--- src/hw/rtl/cwsc_pkg.sv ---
`timescale 1ns / 1ps

package cwsc_pkg;

  // Field and state widths
  localparam int SEQ_BITS   = 16;
  localparam int FUNC_W     = 2;
  localparam int SAMPLE_W   = 24;
  localparam int WIN_W      = 6;
  localparam int SEGB_W     = 11;
  localparam int SSTH_W     = 16;
  localparam int RTO_W      = 27;
  localparam int RTT_W      = 25;
  localparam int CWND_W     = 7;
  localparam int BYTES_W    = CWND_W + SEGB_W;
  localparam int CFG_IDX_W  = 3;
  localparam int CFG_DATA_W = 27;

  localparam int MAX_WINDOW_DEF = 32;

  localparam logic [CWND_W-1:0] CWND_MAX = CWND_W'(64);
  localparam logic [RTO_W-1:0]  RTO_MAX  = {RTO_W{1'b1}};

  // Event kinds
  localparam logic [FUNC_W-1:0] FUNC_START   = 2'd0;
  localparam logic [FUNC_W-1:0] FUNC_ACK     = 2'd1;
  localparam logic [FUNC_W-1:0] FUNC_TIMEOUT = 2'd2;

  // Configuration register indexes
  localparam logic [CFG_IDX_W-1:0] REG_TOTAL_SEGMENTS  = 3'd0;
  localparam logic [CFG_IDX_W-1:0] REG_WINDOW_SEGMENTS = 3'd1;
  localparam logic [CFG_IDX_W-1:0] REG_SEGMENT_BYTES   = 3'd2;
  localparam logic [CFG_IDX_W-1:0] REG_INIT_SSTHRESH   = 3'd3;
  localparam logic [CFG_IDX_W-1:0] REG_INIT_TIMEOUT    = 3'd4;

  // Configuration reset values
  localparam logic [SEQ_BITS-1:0] TOTAL_RST     = SEQ_BITS'(1);
  localparam logic [WIN_W-1:0]    WINDOW_RST    = WIN_W'(32);
  localparam logic [SEGB_W-1:0]   SEGB_RST      = SEGB_W'(1460);
  localparam logic [SSTH_W-1:0]   SSTH_RST      = SSTH_W'(64000);
  localparam logic [RTO_W-1:0]    TIMEOUT_RST   = RTO_W'(2000000);

  // Controller to datapath commands
  typedef struct packed {
    logic load_in;
    logic do_event;
    logic do_est;
    logic do_dev;
    logic do_rto;
    logic do_prep;
    logic do_emit;
  } cwsc_cmd_t;

  // Datapath to controller status
  typedef struct packed {
    logic need_rtt;
    logic row_last;
    logic out_free;
  } cwsc_status_t;

endpackage

--- src/hw/rtl/cwsc_ctrl.sv ---
`timescale 1ns / 1ps

module cwsc_ctrl
  import cwsc_pkg::*;
(
  input  logic         clk_i,
  input  logic         rst_ni,
  input  logic         in_valid_i,
  output logic         in_ready_o,
  input  cwsc_status_t status_i,
  output cwsc_cmd_t    cmd_o
);

  localparam logic [2:0] ST_IDLE  = 3'd0;
  localparam logic [2:0] ST_EVENT = 3'd1;
  localparam logic [2:0] ST_EST   = 3'd2;
  localparam logic [2:0] ST_DEV   = 3'd3;
  localparam logic [2:0] ST_RTO   = 3'd4;
  localparam logic [2:0] ST_PREP  = 3'd5;
  localparam logic [2:0] ST_EMIT  = 3'd6;

  logic [2:0] state_q, state_d;

  always_comb begin
    state_d    = state_q;
    cmd_o      = '0;
    in_ready_o = 1'b0;
    case (state_q)
      ST_IDLE: begin
        in_ready_o = 1'b1;
        if (in_valid_i) begin
          cmd_o.load_in = 1'b1;
          state_d       = ST_EVENT;
        end
      end
      ST_EVENT: begin
        cmd_o.do_event = 1'b1;
        state_d        = status_i.need_rtt ? ST_EST : ST_PREP;
      end
      ST_EST: begin
        cmd_o.do_est = 1'b1;
        state_d      = ST_DEV;
      end
      ST_DEV: begin
        cmd_o.do_dev = 1'b1;
        state_d      = ST_RTO;
      end
      ST_RTO: begin
        cmd_o.do_rto = 1'b1;
        state_d      = ST_PREP;
      end
      ST_PREP: begin
        cmd_o.do_prep = 1'b1;
        state_d       = ST_EMIT;
      end
      ST_EMIT: begin
        // advance one row whenever the output register is free
        if (status_i.out_free) begin
          cmd_o.do_emit = 1'b1;
          if (status_i.row_last) begin
            state_d = ST_IDLE;
          end
        end
      end
      default: begin
        state_d = ST_IDLE;
      end
    endcase
  end

  always_ff @(posedge clk_i or negedge rst_ni) begin
    if (!rst_ni) begin
      state_q <= ST_IDLE;
    end else begin
      state_q <= state_d;
    end
  end

endmodule

--- src/hw/rtl/cwsc_datapath.sv ---
`timescale 1ns / 1ps

module cwsc_datapath
  import cwsc_pkg::*;
#(
  parameter int MAX_WINDOW = MAX_WINDOW_DEF
) (
  input  logic                  clk_i,
  input  logic                  rst_ni,
  // configuration writes
  input  logic                  cfg_we_i,
  input  logic [CFG_IDX_W-1:0]  cfg_index_i,
  input  logic [CFG_DATA_W-1:0] cfg_data_i,
  // event payload
  input  logic [FUNC_W-1:0]     func_i,
  input  logic [SEQ_BITS-1:0]   ack_number_i,
  input  logic [SAMPLE_W-1:0]   rtt_sample_i,
  // control
  input  cwsc_cmd_t             cmd_i,
  output cwsc_status_t          status_o,
  // result register
  input  logic                  out_ready_i,
  output logic                  out_valid_o,
  output logic                  send_valid_o,
  output logic [SEQ_BITS-1:0]   seq_number_o,
  output logic                  final_segment_o,
  output logic                  last_of_run_o,
  output logic [CWND_W-1:0]     cwnd_now_o,
  output logic [RTO_W-1:0]      rto_us_o,
  output logic                  done_res_o
);

  localparam int CNT_W = $clog2(MAX_WINDOW + 1);
  localparam int EXT_W = SEQ_BITS + 1;

  // Configuration registers
  logic [SEQ_BITS-1:0] total_q;
  logic [WIN_W-1:0]    window_q;
  logic [SEGB_W-1:0]   segb_q;
  logic [SSTH_W-1:0]   init_ssth_q;
  logic [RTO_W-1:0]    init_rto_q;

  // Protocol state
  logic [SEQ_BITS-1:0] base_q, base_d;
  logic [SEQ_BITS-1:0] next_q, next_d;
  logic [CWND_W-1:0]   cwnd_q, cwnd_d;
  logic [SSTH_W-1:0]   ssth_q, ssth_d;
  logic [RTT_W-1:0]    est_q, est_d;
  logic [RTT_W-1:0]    dev_q, dev_d;
  logic [RTO_W-1:0]    rto_q, rto_d;
  logic [1:0]          dup_q, dup_d;

  // Latched event
  logic [FUNC_W-1:0]   func_q;
  logic [SEQ_BITS-1:0] ack_q;
  logic [SAMPLE_W-1:0] sample_q;

  // Run bookkeeping
  logic [CNT_W-1:0]    rem_q;
  logic                done_q;

  // Result register
  logic                out_valid_q;
  logic                send_valid_q;
  logic [SEQ_BITS-1:0] seq_q;
  logic                fin_q;
  logic                last_q;
  logic [CWND_W-1:0]   cwnd_out_q;
  logic [RTO_W-1:0]    rto_out_q;
  logic                done_out_q;

  // Effective window and run limit
  logic [CWND_W-1:0] win;
  logic [CWND_W-1:0] lim;
  always_comb begin
    win = {1'b0, window_q};
    if (window_q == '0) begin
      win = CWND_W'(1);
    end else if ({1'b0, window_q} > CWND_W'(MAX_WINDOW)) begin
      win = CWND_W'(MAX_WINDOW);
    end
    lim = (cwnd_q < win) ? cwnd_q : win;
  end

  // Window growth and threshold arithmetic
  logic [BYTES_W-1:0] bytes;
  logic [CWND_W:0]    grown;
  logic               is_new_ack;
  logic               is_dup_ack;
  logic               grow;
  logic [2:0]         dup_inc;
  assign bytes      = BYTES_W'(cwnd_q) * BYTES_W'(segb_q);
  assign grown      = (bytes >= BYTES_W'(ssth_q)) ? ({1'b0, cwnd_q} + (CWND_W+1)'(1))
                                                   : {cwnd_q, 1'b0};
  assign is_new_ack = (ack_q == next_q) && (ack_q > base_q);
  assign is_dup_ack = (ack_q >= base_q) && (ack_q < next_q);
  assign grow       = is_new_ack && (cwnd_q <= win);
  assign dup_inc    = {1'b0, dup_q} + 3'd1;

  // RTT filter steps
  logic [RTT_W+3:0] est_sum;
  logic [RTT_W-1:0] diff;
  logic [RTT_W+2:0] dev_sum;
  logic [RTT_W+2:0] rto_sum;
  assign est_sum = (RTT_W+4)'({est_q, 3'b000}) - (RTT_W+4)'(est_q) + (RTT_W+4)'(sample_q);
  assign diff    = (RTT_W'(sample_q) >= est_q) ? RTT_W'(sample_q) - est_q
                                                : est_q - RTT_W'(sample_q);
  assign dev_sum = (RTT_W+3)'({dev_q, 1'b0}) + (RTT_W+3)'(dev_q) + (RTT_W+3)'(diff);
  assign rto_sum = (RTT_W+3)'(est_q) + (RTT_W+3)'({dev_q, 2'b00});

  // Run length for the prepare step
  logic [EXT_W-1:0] run_end;
  logic [EXT_W-1:0] avail_win;
  logic [EXT_W-1:0] avail_tot;
  logic [EXT_W-1:0] run_len;
  always_comb begin
    run_end   = {1'b0, base_q} + EXT_W'(lim);
    avail_win = ({1'b0, next_q} < run_end) ? run_end - {1'b0, next_q} : '0;
    avail_tot = (next_q < total_q) ? {1'b0, total_q} - {1'b0, next_q} : '0;
    run_len   = EXT_W'(lim);
    if (avail_win < run_len) begin
      run_len = avail_win;
    end
    if (avail_tot < run_len) begin
      run_len = avail_tot;
    end
  end

  // State update
  always_comb begin
    base_d = base_q;
    next_d = next_q;
    cwnd_d = cwnd_q;
    ssth_d = ssth_q;
    est_d  = est_q;
    dev_d  = dev_q;
    rto_d  = rto_q;
    dup_d  = dup_q;
    if (cmd_i.do_event) begin
      case (func_q)
        FUNC_START: begin
          base_d = '0;
          next_d = '0;
          cwnd_d = CWND_W'(1);
          ssth_d = init_ssth_q;
          est_d  = '0;
          dev_d  = '0;
          rto_d  = init_rto_q;
          dup_d  = '0;
        end
        FUNC_ACK: begin
          if (is_new_ack) begin
            if (grow) begin
              cwnd_d = (grown > {1'b0, CWND_MAX}) ? CWND_MAX : grown[CWND_W-1:0];
            end
            base_d = ack_q;
            next_d = ack_q;
            dup_d  = '0;
          end else if (is_dup_ack) begin
            base_d = ack_q;
            if (dup_inc >= 3'd3) begin
              next_d = ack_q;
              dup_d  = '0;
            end else begin
              dup_d = dup_inc[1:0];
            end
          end
        end
        FUNC_TIMEOUT: begin
          ssth_d = bytes[SSTH_W:1];
          cwnd_d = CWND_W'(1);
          rto_d  = (rto_q > (RTO_MAX >> 1)) ? RTO_MAX : {rto_q[RTO_W-2:0], 1'b0};
          next_d = base_q;
          dup_d  = '0;
        end
        default: begin
        end
      endcase
    end
    if (cmd_i.do_est) begin
      est_d = est_sum[RTT_W+2:3];
    end
    if (cmd_i.do_dev) begin
      dev_d = dev_sum[RTT_W+1:2];
    end
    if (cmd_i.do_rto) begin
      rto_d = (rto_sum > (RTT_W+3)'(RTO_MAX)) ? RTO_MAX : rto_sum[RTO_W-1:0];
    end
    if (cmd_i.do_emit && (rem_q != '0)) begin
      next_d = next_q + SEQ_BITS'(1);
    end
  end

  assign status_o.need_rtt = (func_q == FUNC_ACK) && grow;
  assign status_o.row_last = (rem_q <= CNT_W'(1));
  assign status_o.out_free = !out_valid_q || out_ready_i;

  // Configuration registers
  always_ff @(posedge clk_i or negedge rst_ni) begin
    if (!rst_ni) begin
      total_q     <= TOTAL_RST;
      window_q    <= WINDOW_RST;
      segb_q      <= SEGB_RST;
      init_ssth_q <= SSTH_RST;
      init_rto_q  <= TIMEOUT_RST;
    end else if (cfg_we_i) begin
      case (cfg_index_i)
        REG_TOTAL_SEGMENTS:  total_q     <= cfg_data_i[SEQ_BITS-1:0];
        REG_WINDOW_SEGMENTS: window_q    <= cfg_data_i[WIN_W-1:0];
        REG_SEGMENT_BYTES:   segb_q      <= cfg_data_i[SEGB_W-1:0];
        REG_INIT_SSTHRESH:   init_ssth_q <= cfg_data_i[SSTH_W-1:0];
        REG_INIT_TIMEOUT:    init_rto_q  <= cfg_data_i[RTO_W-1:0];
        default: begin
        end
      endcase
    end
  end

  // Protocol state and run control
  always_ff @(posedge clk_i or negedge rst_ni) begin
    if (!rst_ni) begin
      base_q      <= '0;
      next_q      <= '0;
      cwnd_q      <= CWND_W'(1);
      ssth_q      <= SSTH_RST;
      est_q       <= '0;
      dev_q       <= '0;
      rto_q       <= TIMEOUT_RST;
      dup_q       <= '0;
      rem_q       <= '0;
      done_q      <= 1'b0;
      out_valid_q <= 1'b0;
    end else begin
      base_q <= base_d;
      next_q <= next_d;
      cwnd_q <= cwnd_d;
      ssth_q <= ssth_d;
      est_q  <= est_d;
      dev_q  <= dev_d;
      rto_q  <= rto_d;
      dup_q  <= dup_d;
      if (cmd_i.do_prep) begin
        rem_q  <= run_len[CNT_W-1:0];
        done_q <= (avail_tot <= run_len);
      end else if (cmd_i.do_emit && (rem_q != '0)) begin
        rem_q <= rem_q - CNT_W'(1);
      end
      if (cmd_i.do_emit) begin
        out_valid_q <= 1'b1;
      end else if (out_ready_i) begin
        out_valid_q <= 1'b0;
      end
    end
  end

  // Payload registers
  always_ff @(posedge clk_i) begin
    if (cmd_i.load_in) begin
      func_q   <= func_i;
      ack_q    <= ack_number_i;
      sample_q <= rtt_sample_i;
    end
    if (cmd_i.do_emit) begin
      send_valid_q <= (rem_q != '0);
      seq_q        <= (rem_q != '0) ? next_q : '0;
      fin_q        <= (rem_q != '0) && (({1'b0, next_q} + EXT_W'(1)) == {1'b0, total_q});
      last_q       <= status_o.row_last;
      cwnd_out_q   <= cwnd_q;
      rto_out_q    <= rto_q;
      done_out_q   <= done_q;
    end
  end

  assign out_valid_o     = out_valid_q;
  assign send_valid_o    = send_valid_q;
  assign seq_number_o    = seq_q;
  assign final_segment_o = fin_q;
  assign last_of_run_o   = last_q;
  assign cwnd_now_o      = cwnd_out_q;
  assign rto_us_o        = rto_out_q;
  assign done_res_o      = done_out_q;

endmodule

--- src/hw/rtl/congestion_window_sender_control.sv ---
`timescale 1ns / 1ps
// Go-back-N sender controller with Reno-style window control and a
// Jacobson retransmission timeout.
// Slave stream: one event per request; tuser carries the event kind (start,
// ack, timeout), tdata carries the ack number and the RTT sample.
// Master stream: one request per segment allowed to go out, or a single
// request with tuser low when nothing may be sent; tlast marks the final
// request of the event. Every request carries the window, timeout and done
// flag as they stand after the event.
// Config channel: write the five registers by index while the block is idle.
// The first result request is registered through the event, prepare and
// emit steps after the event is accepted; an ack that updates the RTT filters
// also runs the estimate, deviation and timeout steps in turn before prepare.
// Throughput: one result per cycle while the output register is free; the
// sequencer walks the run one sequence number a cycle and pauses when the
// receiver stalls, and the event holds the block until its run ends. The next
// event is taken while the last result still waits in the output register.
// Reset: registers return to their defaults and the sender state to the
// state of a fresh transfer start. A stalled receiver holds the current
// result and the run simply pauses; no result is dropped.
module congestion_window_sender_control
  import cwsc_pkg::*;
#(
  parameter int MAX_WINDOW = MAX_WINDOW_DEF
) (
  input  logic                  clk_i,
  input  logic                  rst_ni,
  // event stream
  input  logic                  s_axis_tvalid,
  output logic                  s_axis_tready,
  input  logic [39:0]           s_axis_tdata,  // ack_number[15:0], rtt_sample_us[39:16]
  input  logic [FUNC_W-1:0]     s_axis_tuser,  // func[1:0]
  // segment stream
  output logic                  m_axis_tvalid,
  input  logic                  m_axis_tready,
  output logic [55:0]           m_axis_tdata,  // seq_number[15:0], final_segment[16],
                                               // cwnd_now[23:17], rto_us[50:24],
                                               // done_res[51], zero[55:52]
  output logic                  m_axis_tuser,  // send_valid[0]
  output logic                  m_axis_tlast,  // last_of_run
  // configuration writes
  input  logic                  cfg_valid_i,
  output logic                  cfg_ready_o,
  input  logic [CFG_IDX_W-1:0]  cfg_index_i,
  input  logic [CFG_DATA_W-1:0] cfg_data_i
);

  cwsc_cmd_t    cmd;
  cwsc_status_t status;

  logic                send_valid;
  logic [SEQ_BITS-1:0] seq_number;
  logic                final_segment;
  logic [CWND_W-1:0]   cwnd_now;
  logic [RTO_W-1:0]    rto_us;
  logic                done_res;

  // Registers accept a write in any cycle
  assign cfg_ready_o = 1'b1;

  cwsc_ctrl u_ctrl (
    .clk_i      (clk_i),
    .rst_ni     (rst_ni),
    .in_valid_i (s_axis_tvalid),
    .in_ready_o (s_axis_tready),
    .status_i   (status),
    .cmd_o      (cmd)
  );

  cwsc_datapath #(
    .MAX_WINDOW (MAX_WINDOW)
  ) u_datapath (
    .clk_i           (clk_i),
    .rst_ni          (rst_ni),
    .cfg_we_i        (cfg_valid_i && cfg_ready_o),
    .cfg_index_i     (cfg_index_i),
    .cfg_data_i      (cfg_data_i),
    .func_i          (s_axis_tuser),
    .ack_number_i    (s_axis_tdata[SEQ_BITS-1:0]),
    .rtt_sample_i    (s_axis_tdata[SEQ_BITS+SAMPLE_W-1:SEQ_BITS]),
    .cmd_i           (cmd),
    .status_o        (status),
    .out_ready_i     (m_axis_tready),
    .out_valid_o     (m_axis_tvalid),
    .send_valid_o    (send_valid),
    .seq_number_o    (seq_number),
    .final_segment_o (final_segment),
    .last_of_run_o   (m_axis_tlast),
    .cwnd_now_o      (cwnd_now),
    .rto_us_o        (rto_us),
    .done_res_o      (done_res)
  );

  // Pack the result fields, lowest first
  assign m_axis_tdata = {4'b0000, done_res, rto_us, cwnd_now, final_segment, seq_number};
  assign m_axis_tuser = send_valid;

endmodule
--- config.mk ---
export PLATFORM = sky130hd
export DESIGN_NAME = congestion_window_sender_control
export DESIGN_NICKNAME = d
export VERILOG_FILES = /design/src/hw/rtl/cwsc_pkg.sv /design/src/hw/rtl/cwsc_ctrl.sv /design/src/hw/rtl/cwsc_datapath.sv /design/src/hw/rtl/congestion_window_sender_control.sv
export SDC_FILE = /design/constraint.sdc
export NUM_CORES = 1
export LEC_CHECK = 0
export BUFFER_PORTS_ARGS = -buffer_cell sky130_fd_sc_hd__buf_2
export CAP_MARGIN = 5
export CORE_UTILIZATION = 35
export CTS_CLUSTER_SIZE = 10
export DETAILED_ROUTE_END_ITERATION = 6
export GPL_ROUTABILITY_DRIVEN = 0
export PLACE_DENSITY_LB_ADDON = 0.25
export SLEW_MARGIN = 20
export SYNTH_ARGS = -nofsm -noshare
export SYNTH_HDL_FRONTEND = slang
export SYNTH_SLANG_ARGS = --single-unit
--- constraint.sdc ---
create_clock -name clk_i -period 11.1 [get_ports clk_i]
set_clock_uncertainty 0.15 [all_clocks]
set_input_delay 1.11 -clock clk_i [delete_from_list [all_inputs] [get_ports clk_i]]
set_output_delay 1.11 -clock clk_i [all_outputs]
set_load 0.03 [all_outputs]
==> flow_summary.toml, run 1 <==
[drt]
finalWirelength_um = 78000
drt_iter0_markers = 1417
drt_first_pass_iters = 7
drtAntennaViolNets = 0
vias = 21800
drc_errors = 0
via_per_inst = 5.21
wl_per_cell_um = 18.6

[critical_path]
cpMaxStageDelayCell = "a2111oi_4"
critPathMaxStageDelay_ns = 0.47
cp-start-kind = "register"
cp_max_fo = 6
cp-startpoint = "u_datapath.window_q[4]$_DFFE_PN0P_"
crit_top_cell = "ha_1"
worst_ep_arrival_time_ns = 10.98
crit_required_ns = 11.43
worstSetupPathType = "reg2reg"
reg2reg_from = "u_datapath.window_q[4]$_DFFE_PN0P_"
endpoint_kind = "register"

[finish]
num-nets-final = 3585
area_growth_syn_to_layout_pct = 13.3
multi_input_area_um2 = 17500
drive_gt1_frac = 0.139
final_common_cell = "inv_1"
mostFrequentLayoutCells = "inv_1 (338), ha_1 (297), nand2_1 (268), a21oi_1 (203), dfrtp_1 (186)"
final-seq-area_um2 = 8460
finish.instance_area_um2 = 31000
num-fill-cells = 7861

[timing]
hold_viol_final = 0
max_clock_freq_mhz = 93.9
post-route-min-period_ns = 10.65
tightest_slew_ns = 1.11
fin_crit_sh = 0.959
slew_violations = 0
setup_viol = 0
slew_headroom = 0.252

[placed_design]
hpwl_um = 60500
portBuffers = 132
postPlaceCellArea_um2 = 29300

[yosys]
netlist_area_um2 = 27400
ys_warn_count = 0
ys.flop_type = "dfrtp_1"
synth.distinct_cells = 84
synth_edf_count = 96
synth.avg_cell_area_um2 = 9.23
synthCells = 2967
async_flop_share = 0.697
synth-seq-cells = 317
ys_seq_area_frac = 0.309

[clock_network]
cts_inserted_buffers = 42
htree_levels = 2
cts_hold_buf = 0
clock_sinks = 317
root_buffer = "clkbuf_16"
cts_tree = "yes"
clk_latency_ns = 0.58
clk_pin_slew_worst_paths_ns = 0.05
clk_path_buf_depth = 3

[grt]
grt_pass1_vias = 21300
antenna_found_initial = 4
grt_pass1_wl_um = 122000
grt_max_degree = 101
grt_usage = 0.197
grt_overflow = 0

[hold_path]
worstHoldStart = "u_datapath.done_q$_DFFE_PN0P_"
hp-class = "reg2reg"

[power_and_ir_drop]
power_density_nw_per_um2 = 335
ir_worst_vdd_mv = 0.196
p_total_mw = 10.4
p_leak_nw = 14.6

[floorplanning]
dieWidth_um = 282
pin_count = 138
dieHeight_um = 282
initial_core_util = 0.353
num_rows = 102
core_area_um2 = 77500
die_area_um2 = 79300

[outcome]
status = "completed"

[run]
maxCapViolations = 0
stage by stage:
stage	instances	util	hold slack [ns]	setup WS (ns)	TNS (ns)
floorplan	2982	-	0.276	1.14	0
CTS	4166	0.396	0.303	0.00918	0
detailed placement	4088	0.378	0.293	-0.0998	-0.0998
finish	4187	0.400	0.298	0.451	0
global placement	4088	0.378	0.279	0.0890	0
global route	4184	0.400	0.327	-0.0959	-0.0959
cells in the mapped netlist (all sizes together) (36+ instances only):
master | instances | area (µm²)
inv | 341 | 1280
ha | 300 | 3750
nand2 | 273 | 1020
a21oi | 207 | 1040
dfrtp | 186 | 4650
o21ai | 186 | 931
nor2 | 112 | 420
xnor2 | 106 | 928
a21o | 101 | 758
fa | 97 | 1940
edfxtp | 96 | 2880
mux2 | 81 | 912
clkbuf | 80 | 300
nand3 | 62 | 310
mux2i | 61 | 611
xor2 | 53 | 464
nor3 | 41 | 205
and2 | 40 | 250
a211oi | 37 | 293
nand4 | 36 | 225
final cells by class:
cell class / count / share of cell area
tap: 1040 / 0.0420
clock inverter: 11 / 0.00613
sequential: 317 / 0.273
antenna: 3 / 0.000242
inverter: 342 / 0.0414
timing repair buffer: 184 / 0.0343
clock buffer: 66 / 0.0381
multi-input combinational: 2224 / 0.565
power breakdown:
group	leakage (nW)	switching (mW)	internal, mW	total, mW
Combinational	10.4	4.05	2.89	6.94
Sequential	3.55	0.410	1.64	2.05
Clock	0.657	0.544	0.847	1.39
Total	14.6	5.01	5.37	10.4
worst max-delay path: cells and delay by family, from the launching register on:
kind	cells	cell delay, ns
AOI/OAI and AO/OA	23	4.45
and+or+nand+nor	19	2.66
adders and majority gates	6	1.66
muxes	2	0.62
buffers and inverters	5	0.48
DFF	1	0.40
xor gates and xnor gates	1	0.13
cell families (layout without fill, tap and decap cells):
| logic type | after synthesis | count (layout) | share of synthesized area |
|---|---|---|---|
| AO/OA/AOI/OAI | 782 | 782 | 0.185 |
| XOR/XNOR | 159 | 159 | 0.0509 |
| adder cells (fa/ha/maj) | 397 | 397 | 0.208 |
| buffers and inverters | 441 | 603 | 0.0620 |
| flip-flops | 317 | 317 | 0.309 |
| multiplexers | 142 | 142 | 0.0556 |
| other | 2 | 20 | 0.000274 |
| AND/OR/NAND/NOR | 727 | 727 | 0.129 |
metal layers:
metal	track usage	vias to the layer above	part of all wire
met3	0.0273	88	0.052
li1	-	10800	-
met5	0	-	0
met1	0.282	10500	0.48
met2	0.312	478	0.44
met4	0.0523	0	0.023
state kept, by name (all words and copies together), names as in the netlist, 11 cells and up:
signal,flops
u_datapath.segb_q,11
u_datapath.ack_q,16
u_datapath.est_q,25
u_datapath.rto_q,27
u_datapath.sample_q,24
u_datapath.dev_q,25
u_datapath.seq_number_o,16
u_datapath.init_ssth_q,16
u_datapath.rto_us_o,27
u_datapath.next_q,16
u_datapath.base_q,16
u_datapath.init_rto_q,27
u_datapath.ssth_q,16
u_datapath.total_q,16
final timing paths:
path / slack, ns / cells after the start / endpoint
worst max-delay path: 0.45 / 56 / u_datapath.done_q$_DFFE_PN0P_
min in group asynchronous: 0.41 / 1 / u_datapath.segb_q[3]$_DFFE_PN0P_
worst min-delay path: 0.30 / 0 / u_datapath.done_res_o$_DFFE_PP_
worst min register to register: 0.30 / 0 / u_datapath.done_res_o$_DFFE_PP_
worst max register to register: 0.45 / 56 / u_datapath.done_q$_DFFE_PN0P_
max in group asynchronous: 8.92 / 2 / u_datapath.est_q[22]$_DFFE_PN0P_
what timing repair did:
action                                  in CTS  in global routing
gates resized for setup                      2                 44
buffers inserted                             1                 17
pin swaps                                    1                 16
endpoints found under the setup margin       1                  1
cloned                                       0                  1
No activity file was read; power rests on OpenSTA's default activity.
==> run 2, diff against run 1 <==
--- a/config.mk
+++ b/config.mk
@@ -5,11 +5,11 @@
 export SDC_FILE = /design/constraint.sdc
 export NUM_CORES = 1
 export LEC_CHECK = 0
-export BUFFER_PORTS_ARGS = -buffer_cell sky130_fd_sc_hd__buf_2
 export CAP_MARGIN = 5
 export CORE_UTILIZATION = 35
 export CTS_CLUSTER_SIZE = 10
 export DETAILED_ROUTE_END_ITERATION = 6
+export DONT_BUFFER_PORTS = 1
 export GPL_ROUTABILITY_DRIVEN = 0
 export PLACE_DENSITY_LB_ADDON = 0.25
 export SLEW_MARGIN = 20
==> flow_summary.toml, run 2 (synthesis results as in run 1) <==
[outcome]
status = "completed"

[grt]
grt_pass1_wl_um = 122000
grt_overflow = 0
grt_max_degree = 222
antenna_found_initial = 5
grt_pass1_vias = 20700
grt_usage = 0.199

[finish]
area_growth_syn_to_layout_pct = 10.6
mostFrequentLayoutCells = "inv_1 (339), ha_1 (298), nand2_1 (270), a21oi_1 (202), dfrtp_1 (186)"
final_common_cell = "inv_1"
num-fill-cells = 7776
num-nets-final = 3451
drive_gt1_frac = 0.0993
antenna_cells = 0
final_util = 0.391

[power_and_ir_drop]
ir_worst_vdd_mv = 0.164
p_leak_nw = 14.1
power_density_nw_per_um2 = 341

[critical_path]
worst_ep_arrival_time_ns = 10.88
cpMaxStageDelayCell = "dfstp_2"
cp_max_fo = 6
reg2reg_from = "u_datapath.window_q[5]$_DFFE_PN1P_"
cp-startpoint = "u_datapath.window_q[5]$_DFFE_PN1P_"
endpoint_kind = "register"
critPathMaxStageDelay_ns = 0.55
crit_required_ns = 11.47
worstSetupPathType = "reg2reg"
cp-start-kind = "register"
crit_top_cell = "ha_1"

[clock_network]
clk_latency_ns = 0.60
cts_tree = "yes"
clk_path_buf_depth = 3
clock_sinks = 317
clk_pin_slew_worst_paths_ns = 0.06
cts_hold_buf = 0
cts_inserted_buffers = 42
htree_levels = 2
root_buffer = "clkbuf_16"

[timing]
max_clock_freq_mhz = 95.1
fin_crit_sh = 0.947
slew_headroom = 0.258
post-route-min-period_ns = 10.51
setup_viol = 0
tightest_slew_ns = 1.08
slew_violations = 0
hold_viol_final = 0
finalSetupTns_ns = 0

[placed_design]
portBuffers = 0
hpwl_um = 60800

[floorplanning]
core_area_um2 = 77500
dieWidth_um = 282
num_rows = 102
dieHeight_um = 282
initial_core_util = 0.353
pin_count = 138
die_area_um2 = 79300

[drt]
drc_errors = 0
drtAntennaViolNets = 0
top_layer = "met5"
wl_met3_um = 4260
met1_length_um = 38200
vias = 21400
drt_iter0_markers = 1329
wl_per_cell_um = 19.6
via_per_inst = 5.29
wl_met2_um = 35100
finalWirelength_um = 79200
drt_first_pass_iters = 5

[run]
maxCapViolations = 0

[hold_path]
hp-class = "in2async"
run 2: changes by cell type in the layout (fill, tap and decap cells not counted), moves of 3 or more:
cell	before	now
clkinv_1	1	5
clkbuf_1	21	15
bufinv_16	5	1
clkbuf_8	2	6
diode_2	3	0
buf_2	132	1
nand2_2	5	2
run 2: area by class of cell:
type / instances / area (µm²) / area share
clock buffers: 63 / 1190 / 0.0393
clock inverters: 14 / 145 / 0.00479
inverters: 342 / 1280 / 0.0424
multi-input cells: 2224 / 17500 / 0.579
flip-flops and latches: 317 / 8460 / 0.279
well taps: 1040 / 1300 / 0.0430
repair buffers: 50 / 377 / 0.0124
run 2: worst paths after layout:
check                                                         to  slack, ns  depth (start not counted)
worst max-delay path               u_datapath.done_q$_DFFE_PN0P_       0.59                         54
worst min-delay path            u_datapath.segb_q[1]$_DFFE_PN0P_       0.07                          0
worst max register to register     u_datapath.done_q$_DFFE_PN0P_       0.59                         54
worst min register to register  u_datapath.rto_q[19]$_DFFE_PN1P_       0.32                          2
max in group asynchronous       u_datapath.est_q[20]$_DFFE_PN0P_      10.10                          0
min in group clk_i              u_datapath.rto_q[19]$_DFFE_PN1P_       0.32                          2
run 2: critical path: cells and delay by family (launching register included):
family / cells / cell delay, ns
DFF: 1 / 0.55
buffers and inverters: 5 / 0.49
AOI/OAI and AO/OA: 25 / 4.73
muxes: 2 / 0.65
xor gates and xnor gates: 1 / 0.13
adders and majority gates: 6 / 1.72
and+or+nand+nor: 15 / 2.02
run 2: metrics by stage:
stage	setup WS (ns)	instance area, µm²	power, mW	hold WS (ns)	std cells
after floorplan	1.14	27400	7.20	0.276	2982
final	0.586	30300	10.3	0.0714	4050
after global routing	-0.0332	30300	11.3	0.0489	4050
after CTS	0.0918	30000	10.3	0.0448	4037
after global placement	0.299	28700	8.86	0.302	3960
after detailed placement	0.154	28700	8.85	0.309	3960
run 2: power breakdown:
group / leakage (nW) / total [mW] / internal (mW) / switching, mW
clock network: 0.648 / 1.33 / 0.768 / 0.561
logic: 9.87 / 6.82 / 2.84 / 3.98
registers: 3.55 / 2.18 / 1.64 / 0.535
total: 14.1 / 10.3 / 5.25 / 5.07
run 2: what timing repair did:
action | in CTS | in global routing
buffers inserted | 0 | 12
setup endpoints to repair | 0 | 1
resized for setup | 0 | 39
run 2: layer usage:
metal	global-route usage	vias to the layer above
li1	-	10500
met1	0.286	10300
met2	0.314	495
met3	0.0289	97
met4	0.0474	2
met5	0	-
